**src/hw/rtl/dbsb_pkg.sv**
```systemverilog
// ============================================================================
// dbsb_pkg
// Types and constants shared by the button debounce and status blinker block.
// ============================================================================
package dbsb_pkg;

    // opcodes of a command beat
    localparam logic OP_POLL = 1'b0;
    localparam logic OP_SET  = 1'b1;

    // error codes on a result beat
    localparam logic [3:0] ERR_NONE         = 4'd0;
    localparam logic [3:0] ERR_INVALID_MODE = 4'd15;

    // configuration register indexes
    localparam logic CFG_DEBOUNCE_SAMPLES = 1'b0;
    localparam logic CFG_ACTIVE_LEVEL     = 1'b1;

    localparam logic [7:0] DEBOUNCE_SAMPLES_RST = 8'd5;
    localparam logic       ACTIVE_LEVEL_RST     = 1'b0;

    // indicator modes
    typedef enum logic [2:0] {
        MODE_BOOTING   = 3'd0,
        MODE_READY     = 3'd1,
        MODE_EXECUTING = 3'd2,
        MODE_DEGRADED  = 3'd3,
        MODE_FATAL     = 3'd4
    } mode_t;

    // blink timing, all patterns repeat within one 2000 ms frame
    localparam int FRAME_MS        = 2000;
    localparam int PHASE_W         = 11;
    localparam int PHASE_LSB       = 4;   // FRAME_MS = 125 * 2**PHASE_LSB
    localparam int FOLD_MOD        = FRAME_MS / (2 ** PHASE_LSB);
    localparam int FOLD_SUM_W      = 13;
    localparam int BOOT_PERIOD_MS  = 1000;
    localparam int BOOT_ON_MS      = 250;
    localparam int EXEC_PERIOD_MS  = 200;
    localparam int EXEC_ON_MS      = 100;
    localparam int EXEC_SLOTS      = FRAME_MS / EXEC_PERIOD_MS;
    localparam int FATAL_PERIOD_MS = 500;
    localparam int FATAL_ON_MS     = 250;
    localparam int FATAL_SLOTS     = FRAME_MS / FATAL_PERIOD_MS;
    localparam int DEGR_ON_MS      = 250;
    localparam int DEGR_SECOND_LO  = 500;
    localparam int DEGR_SECOND_HI  = 750;

    // command beat
    typedef struct packed {
        logic        opcode;
        logic        stop_request;
        logic [3:0]  read_error_code;
        logic        confirm_level;
        logic        cancel_level;
        logic [31:0] stamp_ms;
        logic [2:0]  new_mode;
    } cmd_beat_t;

    // result beat
    typedef struct packed {
        logic       keep_running;
        logic       confirm_press;
        logic       cancel_press;
        logic       led_valid;
        logic       led_on;
        logic [3:0] error_code;
        logic       fault_seen;
    } res_beat_t;

    // per-button debouncer state
    typedef struct packed {
        logic       candidate;
        logic [7:0] count;
        logic       stable;
    } db_state_t;

    typedef struct packed {
        db_state_t st;
        logic      press;
    } db_result_t;

endpackage

```
**src/hw/rtl/dbsb_stream_if.sv**
```systemverilog
// ============================================================================
// dbsb_stream_if
// Valid/ready channel carrying one payload beat per handshake.
// ============================================================================
interface dbsb_stream_if #(
    parameter type payload_t = logic
) ();

    logic     valid;
    logic     ready;
    payload_t data;

    modport source (
        output valid,
        input  ready,
        output data
    );

    modport sink (
        input  valid,
        output ready,
        input  data
    );

endinterface

```
**src/hw/rtl/dual_button_debounce_status_blinker.sv**
```systemverilog
// ============================================================================
// dual_button_debounce_status_blinker
// Two counter debouncers, a sticky read fault and a mode driven status LED.
// ============================================================================
// two register stages: a command beat is taken into the input stage, and its
// result beat is registered in the result stage when that stage can advance
// throughput: one command beat per cycle unless a result beat stalls the pipe
// the input stage folds the time stamp, the second stage updates the block state
// reset: debounce samples 5, active level low, debouncers cleared,
// mode booting, fault flag cleared, both pipeline stages empty
module dual_button_debounce_status_blinker
    import dbsb_pkg::*;
(
    input  logic                clk,
    input  logic                rst_n,
    input  logic                cfg_we,
    input  logic                cfg_index,
    input  logic [7:0]          cfg_wdata,
    dbsb_stream_if.sink         cmd,
    dbsb_stream_if.source       res
);

    // one debouncer step on a pressed/not pressed sample
    function automatic db_result_t db_step(db_state_t cur, logic sample, logic [7:0] samples);
        db_result_t r;
        logic [7:0] cnt;
        r       = '{st: cur, press: 1'b0};
        cnt     = cur.count;
        if (sample != cur.candidate)
        begin
            r.st.candidate = sample;
            r.st.count     = 8'd1;
        end
        else
        begin
            if (cnt < samples)
            begin
                cnt = cnt + 8'd1;
            end
            r.st.count = cnt;
            if (cnt == samples && cur.stable != sample)
            begin
                r.st.stable = sample;
                r.press     = sample;
            end
        end
        return r;
    endfunction

    // LED drive for a mode at a phase inside the 2000 ms frame
    function automatic logic blink_on(mode_t mode, logic [PHASE_W-1:0] pos);
        logic exec_hit;
        logic fatal_hit;
        logic on;
        exec_hit  = 1'b0;
        fatal_hit = 1'b0;
        for (int k = 0; k < EXEC_SLOTS; k++)
        begin
            if (pos >= PHASE_W'(k * EXEC_PERIOD_MS) &&
                pos <  PHASE_W'(k * EXEC_PERIOD_MS + EXEC_ON_MS))
            begin
                exec_hit = 1'b1;
            end
        end
        for (int k = 0; k < FATAL_SLOTS; k++)
        begin
            if (pos >= PHASE_W'(k * FATAL_PERIOD_MS) &&
                pos <  PHASE_W'(k * FATAL_PERIOD_MS + FATAL_ON_MS))
            begin
                fatal_hit = 1'b1;
            end
        end
        unique case (mode)
            MODE_READY:     on = 1'b1;
            MODE_BOOTING:   on = (pos < PHASE_W'(BOOT_ON_MS)) ||
                                 (pos >= PHASE_W'(BOOT_PERIOD_MS) &&
                                  pos <  PHASE_W'(BOOT_PERIOD_MS + BOOT_ON_MS));
            MODE_EXECUTING: on = exec_hit;
            MODE_DEGRADED:  on = (pos < PHASE_W'(DEGR_ON_MS)) ||
                                 (pos >= PHASE_W'(DEGR_SECOND_LO) &&
                                  pos <  PHASE_W'(DEGR_SECOND_HI));
            MODE_FATAL:     on = fatal_hit;
            default:        on = 1'b0;
        endcase
        return on;
    endfunction

    // configuration registers
    logic [7:0] samples_reg;
    logic       active_level_reg;

    // input stage
    logic                      v1_reg;
    cmd_beat_t                 cmd_reg;
    logic [FOLD_SUM_W-1:0]     fold_reg;
    logic [FOLD_SUM_W-1:0]     fold_next;

    // block state
    db_state_t confirm_reg;
    db_state_t cancel_reg;
    mode_t     mode_reg;
    logic      fault_reg;

    // result stage
    logic      out_valid_reg;
    res_beat_t out_reg;

    // next values from the second stage
    db_state_t  confirm_next;
    db_state_t  cancel_next;
    mode_t      mode_next;
    logic       fault_next;
    res_beat_t  out_next;
    db_result_t confirm_res;
    db_result_t cancel_res;

    // phase reduction
    logic [7:0]         fold2;
    logic [6:0]         frame_hi;
    logic [PHASE_W-1:0] phase;

    logic advance;
    logic s1_fire;
    logic in_fire;

    // pipeline handshake
    assign advance   = !out_valid_reg || res.ready;
    assign s1_fire   = v1_reg && advance;
    assign cmd.ready = !v1_reg || advance;
    assign in_fire   = cmd.valid && cmd.ready;
    assign res.valid = out_valid_reg;
    assign res.data  = out_reg;

    // first fold of (stamp_ms >> 4) mod 125, 128**k mod 125 = 3**k
    assign fold_next = FOLD_SUM_W'(cmd.data.stamp_ms[10:4])
                     + FOLD_SUM_W'(cmd.data.stamp_ms[17:11]) * FOLD_SUM_W'(3)
                     + FOLD_SUM_W'(cmd.data.stamp_ms[24:18]) * FOLD_SUM_W'(9)
                     + FOLD_SUM_W'(cmd.data.stamp_ms[31:25]) * FOLD_SUM_W'(27);

    // second fold and final correction give the phase in the frame
    always_comb
    begin
        fold2 = 8'(fold_reg[6:0]) + 8'(fold_reg[FOLD_SUM_W-1:7]) * 8'd3;
        if (fold2 >= 8'(FOLD_MOD))
        begin
            frame_hi = 7'(fold2 - 8'(FOLD_MOD));
        end
        else
        begin
            frame_hi = fold2[6:0];
        end
        phase = {frame_hi, cmd_reg.stamp_ms[PHASE_LSB-1:0]};
    end

    // command decode, debouncing and LED drive
    always_comb
    begin
        confirm_next = confirm_reg;
        cancel_next  = cancel_reg;
        mode_next    = mode_reg;
        fault_next   = fault_reg;
        out_next     = '0;
        confirm_res  = db_step(confirm_reg, cmd_reg.confirm_level == active_level_reg,
                               samples_reg);
        cancel_res   = db_step(cancel_reg, cmd_reg.cancel_level == active_level_reg,
                               samples_reg);
        if (cmd_reg.opcode == OP_SET)
        begin
            if (cmd_reg.new_mode > MODE_FATAL)
            begin
                out_next.error_code = ERR_INVALID_MODE;
            end
            else
            begin
                mode_next = mode_t'(cmd_reg.new_mode);
            end
        end
        else if (!cmd_reg.stop_request)
        begin
            out_next.keep_running = 1'b1;
            if (cmd_reg.read_error_code != ERR_NONE)
            begin
                fault_next          = 1'b1;
                mode_next           = MODE_FATAL;
                out_next.error_code = cmd_reg.read_error_code;
            end
            else
            begin
                confirm_next           = confirm_res.st;
                cancel_next            = cancel_res.st;
                out_next.confirm_press = confirm_res.press;
                out_next.cancel_press  = cancel_res.press;
            end
            out_next.led_valid = 1'b1;
            out_next.led_on    = blink_on(mode_next, phase);
        end
        out_next.fault_seen = fault_next;
    end

    // configuration writes
    always_ff @(posedge clk or negedge rst_n)
    begin
        if (!rst_n)
        begin
            samples_reg      <= DEBOUNCE_SAMPLES_RST;
            active_level_reg <= ACTIVE_LEVEL_RST;
        end
        else if (cfg_we)
        begin
            case (cfg_index)
                CFG_DEBOUNCE_SAMPLES: samples_reg      <= cfg_wdata;
                CFG_ACTIVE_LEVEL:     active_level_reg <= cfg_wdata[0];
                default:              ;
            endcase
        end
    end

    // control and state registers
    always_ff @(posedge clk or negedge rst_n)
    begin
        if (!rst_n)
        begin
            v1_reg        <= 1'b0;
            out_valid_reg <= 1'b0;
            confirm_reg   <= '0;
            cancel_reg    <= '0;
            mode_reg      <= MODE_BOOTING;
            fault_reg     <= 1'b0;
        end
        else
        begin
            if (cmd.ready)
            begin
                v1_reg <= cmd.valid;
            end
            if (advance)
            begin
                out_valid_reg <= v1_reg;
            end
            if (s1_fire)
            begin
                confirm_reg <= confirm_next;
                cancel_reg  <= cancel_next;
                mode_reg    <= mode_next;
                fault_reg   <= fault_next;
            end
        end
    end

    // payload registers
    always_ff @(posedge clk)
    begin
        if (in_fire)
        begin
            cmd_reg  <= cmd.data;
            fold_reg <= fold_next;
        end
        if (s1_fire)
        begin
            out_reg <= out_next;
        end
    end

    // the fault flag never clears once set, short of a reset
    a_fault_sticky: assert property (@(posedge clk) disable iff (!rst_n)
        fault_reg |=> fault_reg)
        else $error("read fault flag cleared");

    // a read error forces the fatal mode and the fault flag
    a_error_fatal: assert property (@(posedge clk) disable iff (!rst_n)
        (s1_fire && cmd_reg.opcode == OP_POLL && !cmd_reg.stop_request &&
         cmd_reg.read_error_code != ERR_NONE)
        |=> (mode_reg == MODE_FATAL && fault_reg))
        else $error("read error did not force fatal mode");

    // press events only come on clean running polls
    a_press_clean: assert property (@(posedge clk) disable iff (!rst_n)
        (out_valid_reg && (out_reg.confirm_press || out_reg.cancel_press))
        |-> (out_reg.led_valid && out_reg.keep_running &&
             out_reg.error_code == ERR_NONE))
        else $error("press event on a non running beat");

    // led drive only on running polls
    a_led_running: assert property (@(posedge clk) disable iff (!rst_n)
        (out_valid_reg && out_reg.led_valid) |-> out_reg.keep_running)
        else $error("led beat without running poll");

    // a full input stage behind a stalled result takes no new beat
    a_no_overrun: assert property (@(posedge clk) disable iff (!rst_n)
        (v1_reg && out_valid_reg && !res.ready) |-> !cmd.ready)
        else $error("input stage overrun");

endmodule

```
**src/flat_wrapper.sv**
```systemverilog
// flat-port wrapper written by rule: the top's interface ports become plain ports
module dual_button_debounce_status_blinker_flat import dbsb_pkg::*;
  (clk, rst_n, cfg_we, cfg_index, cfg_wdata, cmd_valid, cmd_ready, cmd_data, res_valid, res_ready, res_data);
  dbsb_stream_if #(.payload_t(cmd_beat_t)) cmd_i ();
  dbsb_stream_if #(.payload_t(res_beat_t)) res_i ();
  input  logic clk;
  input  logic rst_n;
  input  logic cfg_we;
  input  logic cfg_index;
  input  logic [7:0] cfg_wdata;
  input wire logic [$bits(cmd_i.valid)-1:0] cmd_valid;
  output wire logic [$bits(cmd_i.ready)-1:0] cmd_ready;
  input wire logic [$bits(cmd_i.data)-1:0] cmd_data;
  output wire logic [$bits(res_i.valid)-1:0] res_valid;
  input wire logic [$bits(res_i.ready)-1:0] res_ready;
  output wire logic [$bits(res_i.data)-1:0] res_data;
  assign cmd_i.valid = cmd_valid;
  assign cmd_ready = cmd_i.ready;
  assign cmd_i.data = cmd_data;
  assign res_valid = res_i.valid;
  assign res_i.ready = res_ready;
  assign res_data = res_i.data;
  dual_button_debounce_status_blinker u_core (.clk(clk), .rst_n(rst_n), .cfg_we(cfg_we), .cfg_index(cfg_index), .cfg_wdata(cfg_wdata), .cmd(cmd_i), .res(res_i));
endmodule
```
**config.mk**
```make
export PLATFORM = sky130hd
export DESIGN_NAME = dual_button_debounce_status_blinker_flat
export DESIGN_NICKNAME = d
export VERILOG_FILES = /design/src/hw/rtl/dbsb_pkg.sv /design/src/hw/rtl/dbsb_stream_if.sv /design/src/hw/rtl/dual_button_debounce_status_blinker.sv /design/src/flat_wrapper.sv
export SDC_FILE = /design/constraint.sdc
export NUM_CORES = 1
export LEC_CHECK = 0
export ABC_AREA = 1
export BUFFER_PORTS_ARGS = -buffer_cell sky130_fd_sc_hd__buf_2
export CORE_MARGIN = 1.5
export CORE_UTILIZATION = 30
export DETAILED_ROUTE_END_ITERATION = 7
export PLACE_DENSITY = 0.42
export SYNTH_ARGS = -nofsm -noshare
export SYNTH_HDL_FRONTEND = slang
export SYNTH_SLANG_ARGS = --single-unit
```
**constraint.sdc**
```tcl
create_clock -name clk -period 4 [get_ports clk]
set_input_delay 1 -clock clk [delete_from_list [all_inputs] [get_ports clk]]
set_output_delay 1 -clock clk [all_outputs]
set_load 0.01 [all_outputs]
```
==> impl_metrics.yaml <==
yosys:
  yosys_most_used_dff: "edfxtp_1"
  ys_types: 45
  synthArstFlopShare_pct: 49.3
  synthesis.instances: 869
  syn_area_per_cell_sq_um: 8.01
  netlist_area_sq_um: 6960
  syn_nets: 1041
  synth_top_area_share_pct: 15.5
  synth_edf_count: 36
  ys_top_cells_by_area: "edfxtp_1 (16%), ha_1 (13%), dfrtp_1 (12%)"
  ys_ff_latch: 71
  synth_top_area_cell: "edfxtp_1"
  ys_warn_count: 0
  ys_seq_area_share_pct: 28.1
route:
  initialDrtViolationCount: 217
  finalWirelength_um: 16800
  wl_per_cell_um: 12.7
  antenna_left: 0
  route.detailed.drc: 0
  firstDrtPassIters: 5
  num_vias: 6015
  via_per_inst: 4.55
clock_tree:
  cts_inserted_buffers: 9
  clock_sinks: 71
  cts_tree: "yes"
  ctsLongestPathBuffers: 2
  clk_pin_slew_ns: 0.06
  postCtsHoldBufs: 0
  cts-root-buf: "clkbuf_16"
  htreeDepth: 3
  clk_latency_ns: 0.34
final_layout:
  utilization_pct: 39.0
  layout_commonest_cell: "nand2_1"
  syn_to_final_growth_pct: 27.3
  seq_area_sq_um: 1960
  antenna_cells: 0
  mostFrequentLayoutCells: "nand2_1 (195), inv_1 (120), buf_4 (86), nor2_1 (79), ha_1 (68)"
  largest_reg_flops: 14
  nFillCells: 2396
  fin_nets: 1204
  multiInputGateArea_sq_um: 4690
  drive_gt1_share_pct: 24.6
global_route:
  antenna_found_initial: 0
  track_usage_pct: 14.9
  grt_pass1_wl_um: 28900
  grt_remaining_overflow: 0
  grt_pass1_vias: 5989
  grt_max_degree: 36
timing:
  setup_ws_ns: -0.553
  setup_tns_ns: -2.85
  fin_crit_sh_pct: 114
  finClkSkew_ns: 0.00888
  hold_slack_ns: 0.452
  fmax_mhz: 220
  rsz0062_at_grt: "yes"
  finalSetupViolCount: 8
  slew_headroom_pct: 39.3
  drv_slew: 0
  hold_viol_final: 0
  tightestPinTransition_ns: 0.911
  min_period_ns: 4.55
placement:
  gp_congestion: 0.812
  hpwlAfterDp_um: 13600
  io_buffers: 67
floorplan:
  die_w_um: 155
  initial_core_util_pct: 30.7
  num_rows: 55
  io_pins: 69
  core_sq_um: 22700
  die_h_um: 155
  dieArea_sq_um: 24100
worst_setup_path:
  crit_top_cell: "fa_1"
  cp_cell_sequence: "buf_8 > ha_4 > inv_2 > fa_1 > fa_1 > fa_1 > fa_1 > inv_2 > ha_4 > a21oi_2 > nand2_2 > a21oi_2 > inv_1 > a21oi_2 > o21ai_2 > a21oi_1 > nor2_1 > nor2_1 > xor2_1"
  startpoint: "cmd_data[31]"
  endpoint_kind: "flop"
  cp_slowest_cell: "fa_1"
  worstSetupPathType: "in2reg"
  cpPeakStageDelay_ns: 0.56
  required_ns: 4.09
  crit_fanout: 4
  crit_arrival_ns: 4.64
  start_kind: "input pin"
  reg2reg_from: "u_core.fold_reg[8]"
run:
  drv_cap: 0
worst_hold_path:
  hold_class: "reg2reg"
  hold_start: "u_core.fault_reg"
status:
  failed_checks: "setup timing"
  status: "complete, but fails checks"
==> kinds of logic after synthesis <==
group,share of synthesized area (%)
AO/OA/AOI/OAI,7.22
XOR/XNOR,5.01
adder cells (fa/ha/maj),25.0
buffers and inverters,7.60
flip-flops,28.1
AND/OR/NAND/NOR,27.1
==> layer usage <==
metal / share of wire, % / wire length (um) / global-route usage [%]
met5: 0 / 0 / 0
met4: 1.1 / 184 / 3.76
met1: 51 / 8510 / 20.5
met2: 45 / 7630 / 24.5
met3: 2.9 / 484 / 2.01
==> stage by stage <==
step	setup WS, ns	cell area (sq um)	cells
CTS	-0.593	8700	1313
global placement	-0.970	8310	1296
finish	-0.553	8870	1322
detailed placement	-1.01	8310	1296
floorplan	-0.748	7030	869
global route	-0.724	8870	1322
==> critical path, delay by kind of cell <==
| family | cells | cell delay, ns |
|---|---|---|
| adders and majority gates | 6 | 2.51 |
| AOI/OAI and AO/OA | 5 | 0.60 |
| and+or+nand+nor | 3 | 0.22 |
| buffers and inverters | 4 | 0.23 |
| xor gates and xnor gates | 1 | 0.08 |
==> synth_stat cells (2+ instances only) <==
| cell type | number |
|---|---|
| nand3b_1 | 5 |
| inv_1 | 126 |
| nor3_1 | 10 |
| nor3b_1 | 3 |
| nand3_2 | 2 |
| dfstp_2 | 2 |
| or2_2 | 7 |
| and3_1 | 2 |
| nand2_4 | 6 |
| nor2_1 | 84 |
| buf_4 | 2 |
| nand2_2 | 16 |
| ha_1 | 75 |
| dfrtp_1 | 33 |
| o21a_1 | 2 |
| nor2_2 | 4 |
| a31oi_1 | 2 |
| xnor2_1 | 8 |
| xor2_1 | 30 |
| o21ai_1 | 2 |
| clkbuf_1 | 3 |
| o22ai_1 | 10 |
| nand4_1 | 13 |
| o21ai_0 | 28 |
| edfxtp_1 | 36 |
| nand2_1 | 199 |
| fa_1 | 40 |
| nand3_1 | 62 |
| a21oi_1 | 41 |
==> final cells by class <==
class | instances | area share [%]
multi-input cells | 664 | 52.9
flip-flops and latches | 71 | 22.1
repair buffers | 159 | 12.2
inverters | 127 | 5.41
well taps | 285 | 4.02
clock buffers | 9 | 2.54
clock inverters | 7 | 0.819
==> worst paths after layout <==
path	slack [ns]	cells after the start	endpoint
max	-0.55	19	u_core.fold_reg[11]
min	0.45	2	u_core.fault_reg
min reg2reg	0.45	2	u_core.fault_reg
min in group asynchronous	0.79	1	u_core.fault_reg
max reg2reg	0.28	23	u_core.res.data[5]
max in group asynchronous	2.64	1	u_core.confirm_reg[6]
==> repair_timing <==
action / 4_1_cts / 5_1_grt
pin swaps: 21 / 18
endpoints found under the setup margin: 8 / 9
gates cloned: 0 / 1
gates resized for setup: 18 / 23
setup buffers: 3 / 9
Power is left out: the tool's default activity adds up to more than one toggle a clock period on the data nets, which glitch-free logic cannot reach.
